==> src/sv/csp_pkg.sv <==
// Package for the color string parser: constants, types and the color name table.
package csp_pkg;

   localparam int MAX_NAME_LENGTH = 20;
   localparam int NAME_COUNT      = 147;
   localparam int TABLE_SIZE      = 147;
   localparam int NAME_WIDTH      = 21;
   localparam int CHAR_BITS       = 8;
   localparam int COUNT_BITS      = 5;
   localparam int HEX_BITS        = 32;

   localparam logic [COUNT_BITS-1:0] COUNT_LIMIT = 5'd31;
   localparam logic [COUNT_BITS-1:0] LEN_SHORT   = 5'd4;
   localparam logic [COUNT_BITS-1:0] LEN_LONG    = 5'd7;
   localparam logic [COUNT_BITS-1:0] LEN_ALPHA   = 5'd9;
   localparam logic [CHAR_BITS-1:0]  HASH_CHAR   = 8'h23;
   localparam logic [7:0]            NIBBLE_DUP  = 8'h11;

   typedef struct packed {
      logic [CHAR_BITS-1:0] character;
      logic                 last_char;
   } req_type;

   typedef struct packed {
      logic       found;
      logic [7:0] red;
      logic [7:0] green;
      logic [7:0] blue;
      logic       alpha_dropped;
   } rsp_type;

   // Summary of one finished string, passed from the scanner to the resolver
   typedef struct packed {
      logic [COUNT_BITS-1:0] char_count;
      logic [HEX_BITS-1:0]   hex_value;
      logic                  starts_with_hash;
      logic                  all_hex_digits;
      logic                  all_letters;
      logic [NAME_COUNT-1:0] name_alive;
   } scan_type;

   typedef struct packed {
      logic [NAME_WIDTH*8-1:0] text;
      logic [23:0]             rgb;
   } entry_type;

   function automatic entry_type mk(input string s, input logic [23:0] rgb);
      entry_type e;
      e.text = '0;
      e.rgb  = rgb;
      for (int k = 0; k < NAME_WIDTH; k++) begin
         if (k < s.len()) e.text[k*8 +: 8] = s[k];
      end
      return e;
   endfunction

   function automatic entry_type color_entry(input int i);
      case (i)
         0: return mk("aliceblue", 24'hf0f8ff);
         1: return mk("antiquewhite", 24'hfaebd7);
         2: return mk("aqua", 24'h00ffff);
         3: return mk("aquamarine", 24'h7fffd4);
         4: return mk("azure", 24'hf0ffff);
         5: return mk("beige", 24'hf5f5dc);
         6: return mk("bisque", 24'hffe4c4);
         7: return mk("black", 24'h000000);
         8: return mk("blanchedalmond", 24'hffebcd);
         9: return mk("blue", 24'h0000ff);
         10: return mk("blueviolet", 24'h8a2be2);
         11: return mk("brown", 24'ha52a2a);
         12: return mk("burlywood", 24'hdeb887);
         13: return mk("cadetblue", 24'h5f9ea0);
         14: return mk("chartreuse", 24'h7fff00);
         15: return mk("chocolate", 24'hd2691e);
         16: return mk("coral", 24'hff7f50);
         17: return mk("cornflowerblue", 24'h6495ed);
         18: return mk("cornsilk", 24'hfff8dc);
         19: return mk("crimson", 24'hdc143c);
         20: return mk("cyan", 24'h00ffff);
         21: return mk("darkblue", 24'h00008b);
         22: return mk("darkcyan", 24'h008b8b);
         23: return mk("darkgoldenrod", 24'hb8860b);
         24: return mk("darkgray", 24'ha9a9a9);
         25: return mk("darkgrey", 24'ha9a9a9);
         26: return mk("darkgreen", 24'h006400);
         27: return mk("darkkhaki", 24'hbdb76b);
         28: return mk("darkmagenta", 24'h8b008b);
         29: return mk("darkolivegreen", 24'h556b2f);
         30: return mk("darkorange", 24'hff8c00);
         31: return mk("darkorchid", 24'h9932cc);
         32: return mk("darkred", 24'h8b0000);
         33: return mk("darksalmon", 24'he9967a);
         34: return mk("darkseagreen", 24'h8fbc8f);
         35: return mk("darkslateblue", 24'h483d8b);
         36: return mk("darkslategray", 24'h2f4f4f);
         37: return mk("darkslategrey", 24'h2f4f4f);
         38: return mk("darkturquoise", 24'h00ced1);
         39: return mk("darkviolet", 24'h9400d3);
         40: return mk("deeppink", 24'hff1493);
         41: return mk("deepskyblue", 24'h00bfff);
         42: return mk("dimgray", 24'h696969);
         43: return mk("dimgrey", 24'h696969);
         44: return mk("dodgerblue", 24'h1e90ff);
         45: return mk("firebrick", 24'hb22222);
         46: return mk("floralwhite", 24'hfffaf0);
         47: return mk("forestgreen", 24'h228b22);
         48: return mk("fuchsia", 24'hff00ff);
         49: return mk("gainsboro", 24'hdcdcdc);
         50: return mk("ghostwhite", 24'hf8f8ff);
         51: return mk("gold", 24'hffd700);
         52: return mk("goldenrod", 24'hdaa520);
         53: return mk("gray", 24'h808080);
         54: return mk("grey", 24'h808080);
         55: return mk("green", 24'h008000);
         56: return mk("greenyellow", 24'hadff2f);
         57: return mk("honeydew", 24'hf0fff0);
         58: return mk("hotpink", 24'hff69b4);
         59: return mk("indianred", 24'hcd5c5c);
         60: return mk("indigo", 24'h4b0082);
         61: return mk("ivory", 24'hfffff0);
         62: return mk("khaki", 24'hf0e68c);
         63: return mk("lavender", 24'he6e6fa);
         64: return mk("lavenderblush", 24'hfff0f5);
         65: return mk("lawngreen", 24'h7cfc00);
         66: return mk("lemonchiffon", 24'hfffacd);
         67: return mk("lightblue", 24'hadd8e6);
         68: return mk("lightcoral", 24'hf08080);
         69: return mk("lightcyan", 24'he0ffff);
         70: return mk("lightgoldenrodyellow", 24'hfafad2);
         71: return mk("lightgray", 24'hd3d3d3);
         72: return mk("lightgrey", 24'hd3d3d3);
         73: return mk("lightgreen", 24'h90ee90);
         74: return mk("lightpink", 24'hffb6c1);
         75: return mk("lightsalmon", 24'hffa07a);
         76: return mk("lightseagreen", 24'h20b2aa);
         77: return mk("lightskyblue", 24'h87cefa);
         78: return mk("lightslategray", 24'h778899);
         79: return mk("lightslategrey", 24'h778899);
         80: return mk("lightsteelblue", 24'hb0c4de);
         81: return mk("lightyellow", 24'hffffe0);
         82: return mk("lime", 24'h00ff00);
         83: return mk("limegreen", 24'h32cd32);
         84: return mk("linen", 24'hfaf0e6);
         85: return mk("magenta", 24'hff00ff);
         86: return mk("maroon", 24'h800000);
         87: return mk("mediumaquamarine", 24'h66cdaa);
         88: return mk("mediumblue", 24'h0000cd);
         89: return mk("mediumorchid", 24'hba55d3);
         90: return mk("mediumpurple", 24'h9370db);
         91: return mk("mediumseagreen", 24'h3cb371);
         92: return mk("mediumslateblue", 24'h7b68ee);
         93: return mk("mediumspringgreen", 24'h00fa9a);
         94: return mk("mediumturquoise", 24'h48d1cc);
         95: return mk("mediumvioletred", 24'hc71585);
         96: return mk("midnightblue", 24'h191970);
         97: return mk("mintcream", 24'hf5fffa);
         98: return mk("mistyrose", 24'hffe4e1);
         99: return mk("moccasin", 24'hffe4b5);
         100: return mk("navajowhite", 24'hffdead);
         101: return mk("navy", 24'h000080);
         102: return mk("oldlace", 24'hfdf5e6);
         103: return mk("olive", 24'h808000);
         104: return mk("olivedrab", 24'h6b8e23);
         105: return mk("orange", 24'hffa500);
         106: return mk("orangered", 24'hff4500);
         107: return mk("orchid", 24'hda70d6);
         108: return mk("palegoldenrod", 24'heee8aa);
         109: return mk("palegreen", 24'h98fb98);
         110: return mk("paleturquoise", 24'hafeeee);
         111: return mk("palevioletred", 24'hdb7093);
         112: return mk("papayawhip", 24'hffefd5);
         113: return mk("peachpuff", 24'hffdab9);
         114: return mk("peru", 24'hcd853f);
         115: return mk("pink", 24'hffc0cb);
         116: return mk("plum", 24'hdda0dd);
         117: return mk("powderblue", 24'hb0e0e6);
         118: return mk("purple", 24'h800080);
         119: return mk("red", 24'hff0000);
         120: return mk("rosybrown", 24'hbc8f8f);
         121: return mk("royalblue", 24'h4169e1);
         122: return mk("saddlebrown", 24'h8b4513);
         123: return mk("salmon", 24'hfa8072);
         124: return mk("sandybrown", 24'hf4a460);
         125: return mk("seagreen", 24'h2e8b57);
         126: return mk("seashell", 24'hfff5ee);
         127: return mk("sienna", 24'ha0522d);
         128: return mk("silver", 24'hc0c0c0);
         129: return mk("skyblue", 24'h87ceeb);
         130: return mk("slateblue", 24'h6a5acd);
         131: return mk("slategray", 24'h708090);
         132: return mk("slategrey", 24'h708090);
         133: return mk("snow", 24'hfffafa);
         134: return mk("springgreen", 24'h00ff7f);
         135: return mk("steelblue", 24'h4682b4);
         136: return mk("tan", 24'hd2b48c);
         137: return mk("teal", 24'h008080);
         138: return mk("thistle", 24'hd8bfd8);
         139: return mk("tomato", 24'hff6347);
         140: return mk("turquoise", 24'h40e0d0);
         141: return mk("violet", 24'hee82ee);
         142: return mk("wheat", 24'hf5deb3);
         143: return mk("white", 24'hffffff);
         144: return mk("whitesmoke", 24'hf5f5f5);
         145: return mk("yellow", 24'hffff00);
         146: return mk("yellowgreen", 24'h9acd32);
         default: return mk("", 24'h000000);
      endcase
   endfunction

   // Name length, counted up to the first zero byte
   function automatic logic [COUNT_BITS-1:0] entry_length(input int i);
      entry_type e;
      logic [COUNT_BITS-1:0] n;
      logic stop;
      e = color_entry(i);
      n = '0;
      stop = 1'b0;
      for (int k = 0; k < NAME_WIDTH; k++) begin
         if (!stop && e.text[k*8 +: 8] != 8'h00) n = n + 1'b1;
         else stop = 1'b1;
      end
      return n;
   endfunction

   function automatic logic [3:0] hex_nibble(input logic [CHAR_BITS-1:0] c);
      if (c >= "0" && c <= "9") return 4'(c - "0");
      if (c >= "a" && c <= "f") return 4'(c - "a" + 8'd10);
      if (c >= "A" && c <= "F") return 4'(c - "A" + 8'd10);
      return 4'd0;
   endfunction

   function automatic logic is_hex(input logic [CHAR_BITS-1:0] c);
      return (c >= "0" && c <= "9") || (c >= "a" && c <= "f") || (c >= "A" && c <= "F");
   endfunction

endpackage

==> src/sv/csp_resolve.sv <==
// Resolver: turns a finished string summary into a color response.
module csp_resolve (
   input  csp_pkg::scan_type scan,
   output csp_pkg::rsp_type  rsp
);
   import csp_pkg::*;

   logic [23:0] name_rgb;
   logic        name_hit;
   logic        hex_ok;
   entry_type   ent;

   // First live name whose length equals the string length
   always_comb begin
      name_hit = 1'b0;
      name_rgb = '0;
      ent      = '0;
      for (int i = NAME_COUNT - 1; i >= 0; i--) begin
         if (scan.name_alive[i] && i < TABLE_SIZE && entry_length(i) == scan.char_count) begin
            ent      = color_entry(i);
            name_hit = 1'b1;
            name_rgb = ent.rgb;
         end
      end
   end

   assign hex_ok = scan.starts_with_hash && scan.all_hex_digits;

   always_comb begin
      rsp = '0;
      if (hex_ok && scan.char_count == LEN_SHORT) begin
         rsp.found = 1'b1;
         rsp.red   = 8'(scan.hex_value[11:8] * NIBBLE_DUP);
         rsp.green = 8'(scan.hex_value[7:4] * NIBBLE_DUP);
         rsp.blue  = 8'(scan.hex_value[3:0] * NIBBLE_DUP);
      end else if (hex_ok && scan.char_count == LEN_LONG) begin
         rsp.found = 1'b1;
         rsp.red   = scan.hex_value[23:16];
         rsp.green = scan.hex_value[15:8];
         rsp.blue  = scan.hex_value[7:0];
      end else if (hex_ok && scan.char_count == LEN_ALPHA) begin
         rsp.found         = 1'b1;
         rsp.alpha_dropped = 1'b1;
         rsp.red           = scan.hex_value[31:24];
         rsp.green         = scan.hex_value[23:16];
         rsp.blue          = scan.hex_value[15:8];
      end else if (scan.all_letters && name_hit) begin
         rsp.found = 1'b1;
         rsp.red   = name_rgb[23:16];
         rsp.green = name_rgb[15:8];
         rsp.blue  = name_rgb[7:0];
      end
   end
endmodule

==> config.mk <==
export PLATFORM = sky130hd
export DESIGN_NAME = csp_resolve
export DESIGN_NICKNAME = d
export VERILOG_FILES = /design/src/sv/csp_pkg.sv /design/src/sv/csp_resolve.sv
export SDC_FILE = /design/constraint.sdc
export NUM_CORES = 1
export LEC_CHECK = 0
export ABC_AREA = 1
export BUFFER_PORTS_ARGS = -buffer_cell sky130_fd_sc_hd__buf_4
export CAP_MARGIN = 20
export CORE_ASPECT_RATIO = 1.2
export CORE_UTILIZATION = 55
export DETAILED_ROUTE_END_ITERATION = 6
export GPL_TIMING_DRIVEN = 0
export PLACE_DENSITY = 0.82
export RECOVER_POWER = 100
export SYNTH_ARGS = -nofsm -noshare
export SYNTH_HDL_FRONTEND = slang
export SYNTH_SLANG_ARGS = --single-unit
==> constraint.sdc <==
create_clock -name vclk -period 5.65
set_input_delay 0.565 -clock vclk [all_inputs]
set_output_delay 0.565 -clock vclk [all_outputs]
set_load 0.02 [all_outputs]
Word level (Yosys, flattened, before mapping). Cells that the tools add are included.

$add $sub $neg: 0. $mul: 3. Divide/modulo/power cells: 0. Magnitude comparators: 0. Equality and inequality tests: 19. Shifts and indexed selects: 0. Mux-type cells: 301. Bitwise operators: 0. Reduce and logical (&&, ||, !) cells: 152.

Operators by type and width (count): $mux W24 (147); $logic_and A1 B1 Y1 (152); $mux W1 (150); $mux W25 (4); $eq A4 B5 Y1 const A (8); $mul A4 B5 Y8 const B (3); $eq A3 B5 Y1 const A (4); $eq A5 B5 Y1 const A (3); $eq A5 B3 Y1 const B (2); $eq A2 B5 Y1 const A (1); $eq A5 B4 Y1 const B (1).

Register bits after elaboration: 0. Latch bits: 0. RAM bits: 0. Memory bits (read-only): 0. Input port bits: 187. Output and inout bits: 26. Memories: 0.

Depth between registers and ports, before layout. Gate-level depths: netlist of run 1.

Word-level depth: 154. Gate-level depth with buffers: 81. Gate-level depth less buffers: 81.

Worst setup path after synthesis of run 1. Ideal clock, no wire load.

Path kind: in2out. From: input scan[186] (netlist name). To: output rsp[19] (netlist name). Arrival time: 4700 ps. Data required time: 5085 ps. Setup slack: 385 ps. Cell stages on the path: 74. Path buffers: 3. Cell sequence: buf_6 > inv_4 > nand3_1 > nor2_4 > buf_6 > nand2_4 > buf_6 > nand2_2 > nor3_1 > o21ai_1 > nand2_1 > nand3_1 > nand3_1 > nand2_1 > nand2_1 > nand3_1 > nand2_1 > a21oi_1 > (+38 left out) > nand2_1 > nand2_1 > nand2_1 > nand2_1 > nand2_1 > nand2_1 > nand2_1 > nand2_1 > nand2_1 > nand2_1 > nand2_1 > nand2_1 > nand2_1 > nand2_1 > nand2_1 > nand2_1 > nand2_1 > nand2_1.

RTL lines: from (decl) (line csp_resolve.sv:3) `input csp_pkg::scan_type scan,`; to (decl) (line csp_resolve.sv:4) `output csp_pkg::rsp_type rsp`.

==> results of run 1 <==
-- critical path, delay by kind of cell --
kind            cells  cell delay (ns)
compound gates     17             2.72
simple gates       27             2.46
buf+inv             6             0.76
-- worst paths after layout --
kind                      start  endpoint  slack (ns)  cells past startpoint
worst min-delay path  scan[151]    rsp[6]        1.45                      4
worst max-delay path  scan[184]   rsp[23]       -1.44                     50
-- cells in the mapped netlist (2+ instances only) --
cell	count	area (sq um)
or2_2	2	12.5
a21boi_1	7	52.6
nor4_1	8	50.1
a21oi_1	129	646
a41oi_1	2	17.5
o31ai_1	10	75.1
nor3_2	2	20.0
o2111ai_1	3	26.3
nand3_1	86	430
nand4_1	20	125
a31oi_1	8	50.1
clkbuf_1	10	37.5
nor2_4	4	45.0
buf_2	5	25.0
o21ai_1	86	430
buf_4	10	75.1
o21ai_0	89	445
inv_1	257	965
inv_2	9	33.8
nor3b_1	2	15.0
nand2_1	1025	3850
nand2_4	4	45.0
a211oi_1	2	15.0
a22oi_1	4	30.0
nor2_1	158	593
o211ai_1	10	75.1
a21boi_0	9	67.6
nand2_2	28	175
buf_6	6	67.6
nor2_2	11	68.8
nor3_1	40	200
nand3_4	2	35.0
-- layer usage --
metal | GRT usage, % | wire length [um] | share of wire, %
met5 | 0 | 0 | 0
met4 | 36.6 | 4200 | 9.4
met3 | 7.88 | 5620 | 13
met2 | 81.2 | 19700 | 44
met1 | 53.7 | 15000 | 34
-- placed cells by master, fill, tap and decap left out, types with 28 or more instances in the layout --
| cell | n |
|---|---|
| nand2_1 | 969 |
| a21oi_1 | 105 |
| buf_4 | 260 |
| nand2_4 | 28 |
| o21ai_1 | 110 |
| nand2_2 | 56 |
| inv_1 | 241 |
| nand3_1 | 77 |
| nor3_1 | 30 |
| nor2_1 | 137 |
| o21ai_0 | 57 |
-- cell families (layout without fill, tap and decap cells) --
logic type / Yosys count / after routing / synth area share (%)
AND/OR/NAND/NOR: 1397 / 1397 / 63.9
buffers and inverters: 301 / 572 / 13.8
AO/OA/AOI/OAI: 366 / 366 / 22.3
-- layout make-up --
class	count	area, sq um	area share [%]
Buffer	33	278	2.27
Inverter	268	1050	8.53
Multi-Input combinational cell	1763	8520	69.5
Tap cell	208	260	2.12
Timing Repair Buffer	271	2150	17.6
-- power groups by stage --
stage               Clock (mW)  Combinational, mW  Sequential, mW
global route                 0               1.56               0
CTS                          0               1.31               0
global placement             0               1.24               0
finish                       0               1.43               0
detailed placement           0               1.24               0
floorplan                    0              0.815               0
-- what timing repair did --
item | CTS | global route
setup buffers | 35 | 23
endpoints found under the setup margin | 24 | 24
gates resized for setup | 183 | 119
pin swaps | 53 | 95
gates cloned | 0 | 1
==> results.cfg, run 1 <==
[drt]
via_count = 15600
wl_per_cell_um = 17.5
routed_wl_um = 44600
drt-vias-per-instance = 6.12
drt_pass1_iterations = 7
drc = 8
ant_nets = 0
drt-initial-drc-count = 2220

[synth]
yosysSeqAreaShare_pct = 0
synth_cells = 2064
ys_warn_count = 0
synth.avg_cell_area_sq_um = 4.34
syn-cell-area_sq_mm = 0.00896
syn_nets = 2251
ys_types = 48

[min_path]
min_path_type = in -> out

[floorplanning]
ioPinCount = 213
die-area_sq_mm = 0.0168
core-area_sq_mm = 0.0158
floorplan.initialDensity_pct = 56.8
die_h_um = 142
num_rows = 50
dieWidth_um = 119

[timing]
slew_violations = 0
max_slew_margin_pct = 47.3
hold_violations = 0
max_freq_mhz = 141
fin_crit_sh_pct = 125
tightest_slew_ns = 0.787
timing.final.ws_setup_ns = -1.44
grt_setup_unrepaired = yes
fin_crit_ns = 7.09
setup_violations = 24
fin_setup_tns_ns = -20.83
hold_ws_ns = 1.45

[grt]
overflow = 0
grt_use_total_pct = 47.9
grt_pass1_wl_um = 65500
antenna_found_initial = 0
grt_max_degree = 11
grt_pass1_vias = 13700

[final_layout]
postLayoutCellArea_sq_mm = 0.0123
n_antenna_cell = 0
area_growth_pct = 36.8
drive_gt1_share_pct = 22.1
n_sequential_cell = 0
fill_cells = 1430
ff_latch_area_sq_um = 0
fin_cells = 2543
clkbuf_count = 0
final_util_pct = 77.8
nets = 2524

[worst_setup_path]
worst_setup_path_end_kind = output port
cpPeakStageDelay_ns = 0.31
arrival_ns = 6.52
cp_slowest_cell = nor2_4
cp_max_fo = 6
critPathKind = in -> out
crit_top_cell = nand2_1
cp.required_ns = 5.09
cp-start-kind = primary input

[power_and_ir_drop]
power_switching_uw = 872
p_seq_share_pct = 0
pwr-share-clk_pct = 0
switching_share_pct = 61.1
irDropWorstVdd_v = 0.0000960
p_total_mw = 1.43
internal_power_uw = 556
power_density_mw_per_mm2 = 116
pwr-share-comb_pct = 100.0
p_leak_nw = 8.89

[run]
drv_cap = 0

[place]
hpwl_um = 33500
place_inst = 2484
place_ws_ns = -1.25
routabilityCongestion = 1.10
dpl-instance-area_sq_mm = 0.0108
portBuffers = 212

[run_status]
violations = design-rule violations, negative setup slack
outcome = finished, violations left

[clocking]
cts_hold_buf = 0
(Power assumes the default switching activity.)
==> run 2, diff against run 1 <==
Settings changed: CORE_UTILIZATION 55 to 50, PLACE_DENSITY 0.82 to 0.75, SKIP_LAST_GASP set to 1.
==> run 2 against run 1 <==
Compared with the run above:
- the run still ends with design-rule violations, negative setup slack left
- non-clock buffer count grew 12
- sequential cell count unchanged
- fmax increased by 4.2%
- count of clock-buffer cells in the layout unchanged
==> results.cfg, run 2 (synthesis gave the netlist of run 1 again) <==
[worst_setup_path]
cp_max_fo = 6
critPathKind = in -> out
cp-start-kind = primary input
path_buf_inv = 5
cp.required_ns = 5.09
cpPeakStageDelay_ns = 0.30
worst_setup_path_end_kind = output port
cp_top_family = simple AND/OR/NAND/NOR gates
arrival_ns = 6.24
crit_top_cell = nand2_1
cp_slowest_cell = a21boi_0

[final_layout]
n_antenna_cell = 0
clkbuf_count = 0
layout_common_cells = 971 x nand2_1, 269 x buf_4, 238 x inv_1
ff_latch_area_sq_um = 0
area_growth_pct = 38.8
postLayoutCellArea_sq_mm = 0.0124
fin_cells = 2568
nets = 2537
drive_gt1_share_pct = 22.9
final_common_cell = nand2_1
n_sequential_cell = 0
final_util_pct = 71.0

[min_path]
hold_path_depth = 4
holdCritStartpoint = scan[152]
min_path_type = in -> out
min_to = rsp[7]

[place]
portBuffers = 212
hpwl_um = 35000
place_ws_ns = -1.25
routabilityCongestion = 1.06
place_inst = 2496
dpl-instance-area_sq_mm = 0.0108

[timing]
hold_ws_ns = 1.44
slew_violations = 0
grt_setup_unrepaired = yes
timing.final.ws_setup_ns = -1.15
fin_setup_tns_ns = -19.66
tightest_slew_ns = 0.747
max_slew_margin_pct = 50.0
max_freq_mhz = 147
fin_crit_sh_pct = 120
hold_violations = 0
fin_crit_ns = 6.80
setup_violations = 24

[drt]
drt-vias-per-instance = 5.94
drt_pass1_iterations = 7
ant_nets = 0
drc = 5
drt-initial-drc-count = 1969
wl_per_cell_um = 17.5
routed_wl_um = 45100
via_count = 15200

[run]
drv_cap = 0

[floorplanning]
core-area_sq_mm = 0.0175
ioPinCount = 213
floorplan.initialDensity_pct = 51.2
die_h_um = 149
dieWidth_um = 124
die-area_sq_mm = 0.0185
num_rows = 53

[power_and_ir_drop]
irDropWorstVdd_v = 0.0000948
p_total_mw = 1.44
p_leak_nw = 8.90
power_density_mw_per_mm2 = 116

[clocking]
cts_hold_buf = 0

[grt]
grt_use_total_pct = 44.9
grt_pass1_wl_um = 67800
grt_max_degree = 11
overflow = 0
grt_pass1_vias = 14000
antenna_found_initial = 0

[run_status]
outcome = finished, violations left
violations = design-rule violations, negative setup slack
==> run 2: changes by cell type in the layout (fill, tap and decap cells not counted), moves of 3 or more <==
cell / delta
nor2_4: -3
buf_4: +9
o21ai_0: +3
a21oi_1: -3
inv_1: -3
a21boi_1: -3
o21ai_1: -4
==> run 2: worst min-delay path, stage by stage <==
cell and delay (ns):
buf_4 0.08, nand2_1 0.04, nand2_1 0.07, buf_6 0.11
==> run 2: report_power, final <==
group	leakage, nW	switching (mW)	internal, mW	total, mW
sequential	0	0	0	0
combinational	8.90	0.877	0.562	1.44
clock	0	0	0	0
total	8.90	0.877	0.562	1.44
==> run 2: timing repair <==
| item | 4_1_cts | 5_1_grt |
|---|---|---|
| cloned | 1 | 1 |
| setup buffers | 48 | 24 |
| pin swaps | 102 | 108 |
| gates resized for setup | 211 | 99 |
| endpoints found under the setup margin | 24 | 24 |
==> run 2: area by class of cell <==
cell class	count	area, sq um
repair buffers	283	2260
plain buffers	33	273
fillers	1664	5070
multi-input cells	1764	8570
well taps	220	275
inverters	268	1050
==> run 2: metal layers <==
metal | global-route usage (%) | part of all wire (%)
met5 | 0 | 0
met3 | 7.23 | 11
met2 | 77.9 | 45
met4 | 33.0 | 8.7
met1 | 49.8 | 35
==> run 2: how the worst max path moves through the flow <==
stage	cells past startpoint	end	slack (ns)	start
3_3_place_gp	41	rsp[8]	-1.34	scan[184]
2_1_floorplan	74	rsp[19]	0.38	scan[186]
4_1_cts	80	rsp[6]	-0.71	scan[184]
6_report	59	rsp[13]	-1.15	scan[184]
5_1_grt	59	rsp[13]	-1.59	scan[184]
3_5_place_dp	56	rsp[10]	-1.25	scan[182]
